$ cat src/hdl/ufsf_pkg.sv
// Package for the union-find spanning forest block.
// Holds widths, the parent store word, and the controller/datapath command and status types.
// No dependencies.
`default_nettype none

package ufsf_pkg;

   localparam int NODES    = 1024;
   localparam int NODE_W   = $clog2(NODES);
   localparam int RANK_W   = 4;
   localparam int COUNT_W  = 10;
   localparam int WEIGHT_W = 32;

   localparam logic [RANK_W-1:0] RANK_MAX = {RANK_W{1'b1}};

   typedef struct packed {
      logic [RANK_W-1:0] rank;
      logic [NODE_W-1:0] parent;
   } mem_word_type;

   typedef enum logic [2:0] {
      WR_NONE,
      WR_CLEAR,
      WR_COMPRESS,
      WR_LINK,
      WR_RANK
   } wr_kind_type;

   typedef enum logic [1:0] {
      CUR_HOLD,
      CUR_START,
      CUR_NEXT
   } cur_sel_type;

   typedef struct packed {
      logic        take_req;
      logic        side;
      cur_sel_type cur_sel;
      wr_kind_type wr_kind;
      logic        root_capture;
      logic        link_step;
      logic        out_load;
   } ctrl_cmd_type;

   typedef struct packed {
      logic req_valid;
      logic in_range;
      logic q_hits_cur;
      logic cur_is_root;
      logic roots_differ;
      logic rank_tie;
      logic clr_last;
      logic out_free;
   } dp_status_type;

endpackage

`default_nettype wire

$ cat src/hdl/ufsf_ctrl.sv
// Sequencer for the union-find forest: clearing pass, two root walks with
// path compression, join by rank and response hand-off. Depends on ufsf_pkg.
`default_nettype none

module ufsf_ctrl
   import ufsf_pkg::*;
(
   input  wire logic          clock,
   input  wire logic          reset,
   input  wire dp_status_type status,
   output      ctrl_cmd_type  cmd
);

   typedef enum logic [3:0] {
      S_CLEAR,
      S_IDLE,
      S_START,
      S_FIND_RD,
      S_FIND_CHK,
      S_COMP_RD,
      S_COMP_WR,
      S_JOIN,
      S_RANK,
      S_RESP
   } state_type;

   state_type state_ff, state_in;
   logic      side_ff, side_in;

   always_comb begin
      state_in         = state_ff;
      side_in          = side_ff;
      cmd              = '0;
      cmd.side         = side_ff;
      cmd.cur_sel      = CUR_HOLD;
      cmd.wr_kind      = WR_NONE;
      case (state_ff)
         S_CLEAR: begin
            cmd.wr_kind = WR_CLEAR;
            if (status.clr_last) state_in = S_IDLE;
         end
         S_IDLE: begin
            cmd.take_req = 1'b1;
            if (status.req_valid) begin
               side_in  = 1'b0;
               state_in = S_START;
            end
         end
         S_START: begin
            if (!status.in_range) begin
               state_in = S_RESP;
            end else begin
               cmd.cur_sel = CUR_START;
               state_in    = S_FIND_RD;
            end
         end
         S_FIND_RD: begin
            state_in = S_FIND_CHK;
         end
         S_FIND_CHK: begin
            if (status.q_hits_cur) begin
               cmd.root_capture = 1'b1;
               cmd.cur_sel      = CUR_START;
               state_in         = S_COMP_RD;
            end else begin
               cmd.cur_sel = CUR_NEXT;
               state_in    = S_FIND_RD;
            end
         end
         S_COMP_RD: begin
            if (status.cur_is_root) begin
               if (!side_ff) begin
                  side_in  = 1'b1;
                  state_in = S_START;
               end else begin
                  state_in = S_JOIN;
               end
            end else begin
               state_in = S_COMP_WR;
            end
         end
         S_COMP_WR: begin
            cmd.wr_kind = WR_COMPRESS;
            cmd.cur_sel = CUR_NEXT;
            state_in    = S_COMP_RD;
         end
         S_JOIN: begin
            cmd.link_step = 1'b1;
            if (status.roots_differ) begin
               cmd.wr_kind = WR_LINK;
               state_in    = status.rank_tie ? S_RANK : S_RESP;
            end else begin
               state_in = S_RESP;
            end
         end
         S_RANK: begin
            cmd.wr_kind = WR_RANK;
            state_in    = S_RESP;
         end
         S_RESP: begin
            if (status.out_free) begin
               cmd.out_load = 1'b1;
               state_in     = S_IDLE;
            end
         end
         default: begin
            state_in = S_IDLE;
         end
      endcase
   end

   always_ff @(posedge clock) begin
      if (reset) begin
         state_ff <= S_CLEAR;
         side_ff  <= 1'b0;
      end else begin
         state_ff <= state_in;
         side_ff  <= side_in;
      end
   end

endmodule

`default_nettype wire

$ cat config.mk
export PLATFORM = sky130hd
export DESIGN_NAME = ufsf_ctrl
export DESIGN_NICKNAME = d
export VERILOG_FILES = /design/src/hdl/ufsf_pkg.sv /design/src/hdl/ufsf_ctrl.sv
export SDC_FILE = /design/constraint.sdc
export NUM_CORES = 1
export LEC_CHECK = 0
export BUFFER_PORTS_ARGS = -buffer_cell sky130_fd_sc_hd__buf_4
export CAP_MARGIN = 0
export CORE_AREA = 4 4 41 43
export DETAILED_ROUTE_END_ITERATION = 10
export DIE_AREA = 0 0 45 47
export SLEW_MARGIN = 5
export SYNTH_ARGS = -nofsm -noshare
export SYNTH_HDL_FRONTEND = slang
export SYNTH_SLANG_ARGS = --single-unit
$ cat constraint.sdc
create_clock -name clock -period 1.7 [get_ports clock]
set_clock_uncertainty 0.2 [all_clocks]
set_input_delay 0.34 -clock clock [delete_from_list [all_inputs] [get_ports clock]]
set_output_delay 0.34 -clock clock [all_outputs]
set_load 0.03 [all_outputs]
# After elaboration in Yosys (flattened, before gate mapping)
# Cells that the tools add are included.
dict set report totals {
  mem_bits_rw 0
  latchBits 0
  inputBits 10
  rom_bits 0
  out_inout_bits 10
  wordCells 43
  memories 0
  reg_bits 5
}
dict set report classes {
  n_div 0
  n_addsub 0
  bitwise_logic 0
  n_reduce_logical 4
  eq_ne 13
  mux 24
  shifts 0
  magnitude_cmp 0
  n_mul 0
}
# op count
set ops {}
lappend ops {{$pmux W4 S10} 1}
lappend ops {{$eq A4 B3 Y1 const B} 4}
lappend ops {{$mux W4} 4}
lappend ops {{$pmux W3 S4} 1}
lappend ops {{$mux W1} 11}
lappend ops {{$mux W3} 3}
lappend ops {{$eq A4 B2 Y1 const B} 2}
lappend ops {{$eq A4 B4 Y1 const B} 2}
lappend ops {{$ne A2 B2 Y1 const B} 4}
lappend ops {{$pmux W2 S3} 1}
lappend ops {{$reduce_and A3 Y1} 2}
lappend ops {{$eq A4 B1 Y1 const B} 1}
lappend ops {{$logic_not A4 Y1} 1}
lappend ops {{$mux W2} 2}
lappend ops {{$pmux W1 S2} 1}
lappend ops {{$reduce_bool A2 Y1} 1}

# Depth between registers and ports, before layout
dict set report depth {
  depth_word 3
  mapped_depth 5
  ltp_nobuf 4
}

# Worst setup path after synthesis
# Ideal clock, no wire load.
dict set report synth_timing {
  path_kind {reg2out}
  start {reg state_ff[1]}
  end {out cmd[2] (netlist name)}
  required_time_ps 1160
  path_stages_with_launch 3
  n_path_buf 1
  slack_ps -399
  t_arrival_ps 1559
  cell_sequence {dfxtp_1 -> buf_4 -> nor4_1}
}
# item line
set synth_lines {}
lappend synth_lines {{start: declaration} ufsf_ctrl.sv:27} ;# state_type state_ff, state_in;
lappend synth_lines {{start signal: assignment} ufsf_ctrl.sv:117} ;# state_ff <= state_in;
lappend synth_lines {{end: declaration} ufsf_ctrl.sv:11} ;# output ctrl_cmd_type cmd

==> impl_metrics.ini <==
[run_status]
status = complete, but fails checks
violations = setup timing

[synth]
synth_cell_types = 29
synthArstFlopShare_pct = 0
synth_top_area_cell = dfxtp_1
synth-simple-area-share_pct = 44.4
syn_area_per_cell_um2 = 7.45
synth_xor_area_share_pct = 0
ys_warn_count = 0
synth_area_leaders = dfxtp_1 (22%), a21oi_1 (6.6%), nor3_1 (6.6%)
synth-adder-area-share_pct = 0
synthTopCellsByCount = a21oi_1 (6), nor3_1 (6), dfxtp_1 (5), nand2_1 (5)
netlist_instances = 61
synth-edff-count = 0
synth_area_um2 = 454
synth.ff_latch_count = 5
syn_nets = 71
synth_top_family_by_area = simple AND/OR/NAND/NOR gates
synth.top_cell.area_share_pct = 22.0
synth_top_flop_cell = dfxtp_1
synth.area.mux_share_pct = 0
synth-compound-area-share_pct = 21.8
synth_seq_area_share_pct = 22.0

[place]
io_buffers = 19
dpl.hpwl_um = 957
gp_congestion = 0.717
place_ws_ns = 0.0668
dpl-instance-area_um2 = 681

[detailed_routing]
vias = 584
met2_wirelength_um = 845
wl_met1_um = 618
top_layer_used = met3
drt-total-wl_mm = 1.57
vias_per_cell = 5.26
drt_iter0_drc = 8
ant_nets = 0
drtPass1Iterations = 4
wl_met3_um = 104
drc = 0
wl_per_cell_um = 14.1

[layout]
design_area_um2 = 897
drive_above_1_share_pct = 63.5
nets = 107
fillers = 111
area_growth_syn_to_layout_pct = 97.5
diodes = 0

[clocking]
cts_tree = yes
clk_pin_slew_ns = 0.05
cts-buffers-inserted = 3
clock_path_buffers = 2
clkLatencyLatePin_ns = 0.26
clock-sinks = 5
cts_root_buf = clkbuf_4
htree_levels = 1

[hold_path]
min_path_type = in -> reg
hold_start = reset
holdPathStages = 2

[run]
max_cap_viol_count = 0

[critical_path]
worstPathRequired_ns = 1.16
worstPathArrival_ns = 1.27
cp_max_fo = 4
cpMaxStageDelayCell = or3_1
worstPathCellList = or3_1 > a21oi_2 > buf_6
slowest_delay_ns = 0.38
criticalPathCategory = reg -> out
crit_start = state_ff[2]
r2r-start = state_ff[0]
cp-end-kind = output port
start_kind = register
path_delay_family = simple AND/OR/NAND/NOR gates
path_depth = 3
rr_worst_depth = 6
crit_buf_inv = 1

[timing]
finalHoldViolCount = 0
whs_ns = 0.0839
setup_violations = 6
post-route-min-period_ns = 1.81
final.setup.worst_slack_ns = -0.111
tightest_slew_ns = 0.329
setup_tns_ns = -0.292
fmaxAchievable_mhz = 552
rsz0062_at_grt = yes
final_max_slew_viol_count = 0
period_share_pct = 107
slew_headroom_pct = 77.8

[power]
power_density_mw_per_mm2 = 495
cellLeakagePower_nw = 0.389
vdd.ir_drop.worst_v = 0.000509

[floorplan]
start_util_pct = 34.9
ios = 20
die_y_um = 47
core-area_mm2 = 0.00130
die_area_mm2 = 0.00212
die_w_um = 45
fp-row-count = 13

[grt]
grt_max_degree = 9
track_usage_pct = 15.3
grt_overflow = 0
grt_pass1_vias = 518
antenna_found_initial = 0
grt_pass1_wl_mm = 2.30
-- area by class of cell --
class	count	area [um2]	area share, %
sequential	5	115	12.8
tap	15	18.8	2.09
inverter	2	7.51	0.837
timing repair buffer	38	334	37.2
multi-input combinational	47	395	44.1
clock buffer	4	26.3	2.93
-- timing repair --
action	4_1_cts	5_1_grt
hold buffers	0	0
setup buffers	12	2
endpoints found under the setup margin	9	11
pin swaps	6	6
gates resized for setup	21	11
hold endpoints to repair	0	0
-- worst paths after layout --
kind | endpoint | slack (ns)
worst max-delay path | cmd[3] | -0.11
worst min-delay path | state_ff[1] | 0.08
worst max register to register | state_ff[2] | 0.02
worst min register to register | state_ff[1] | 0.31
-- where the power goes --
part           internal (W)  switching [W]  leakage, nW
registers          0.000119      0.0000114       0.0436
clock network     0.0000894      0.0000601       0.0150
logic             0.0000904      0.0000740        0.330
total              0.000299       0.000145        0.389
-- metrics by stage --
stage | total power, W | util (%) | std cells
2_1_floorplan | 0.000204 | - | 61
3_3_place_gp | 0.000257 | 52.3 | 97
3_5_place_dp | 0.000258 | 52.3 | 97
4_1_cts | 0.000442 | 64.9 | 111
5_1_grt | 0.000475 | 68.9 | 111
6_report | 0.000444 | 68.9 | 111
-- routing by layer --
layer / up-vias / track usage (%)
li1: 297 / -
met1: 273 / 17.5
met2: 14 / 26.6
met3: 0 / 6.51
met4: 0 / 3.51
met5: - / 0
-- kinds of logic (layout without fill, tap and decap cells) --
logic type | after synthesis | after routing
AND/OR/NAND/NOR | 33 | 33
AO/OA/AOI/OAI | 14 | 14
buffers and inverters | 9 | 44
flip-flops | 5 | 5
-- cell usage in the layout, fill, tap and decap left out, drive strengths merged --
| cell | instances |
|---|---|
| buf | 38 |
| a21oi | 6 |
| nor3 | 6 |
| nor2 | 5 |
| dfxtp | 5 |
| nand2 | 5 |
| clkbuf | 4 |
| nand2b | 3 |
| nor2b | 3 |
| nor4 | 3 |
| nor3b | 2 |
| nand4 | 2 |
| inv | 2 |
| or3 | 1 |
| a211oi | 1 |
| o32a | 1 |
| or3b | 1 |
| o311ai | 1 |
| a221oi | 1 |
| a21o | 1 |
| a22oi | 1 |
| nand3b | 1 |
| or2b | 1 |
| a311oi | 1 |
| o21ba | 1 |
-- state kept, by name (all words and copies together), names as in the netlist --
name and count:
side_ff 1, state_ff 4
(Power assumes the default switching activity.)
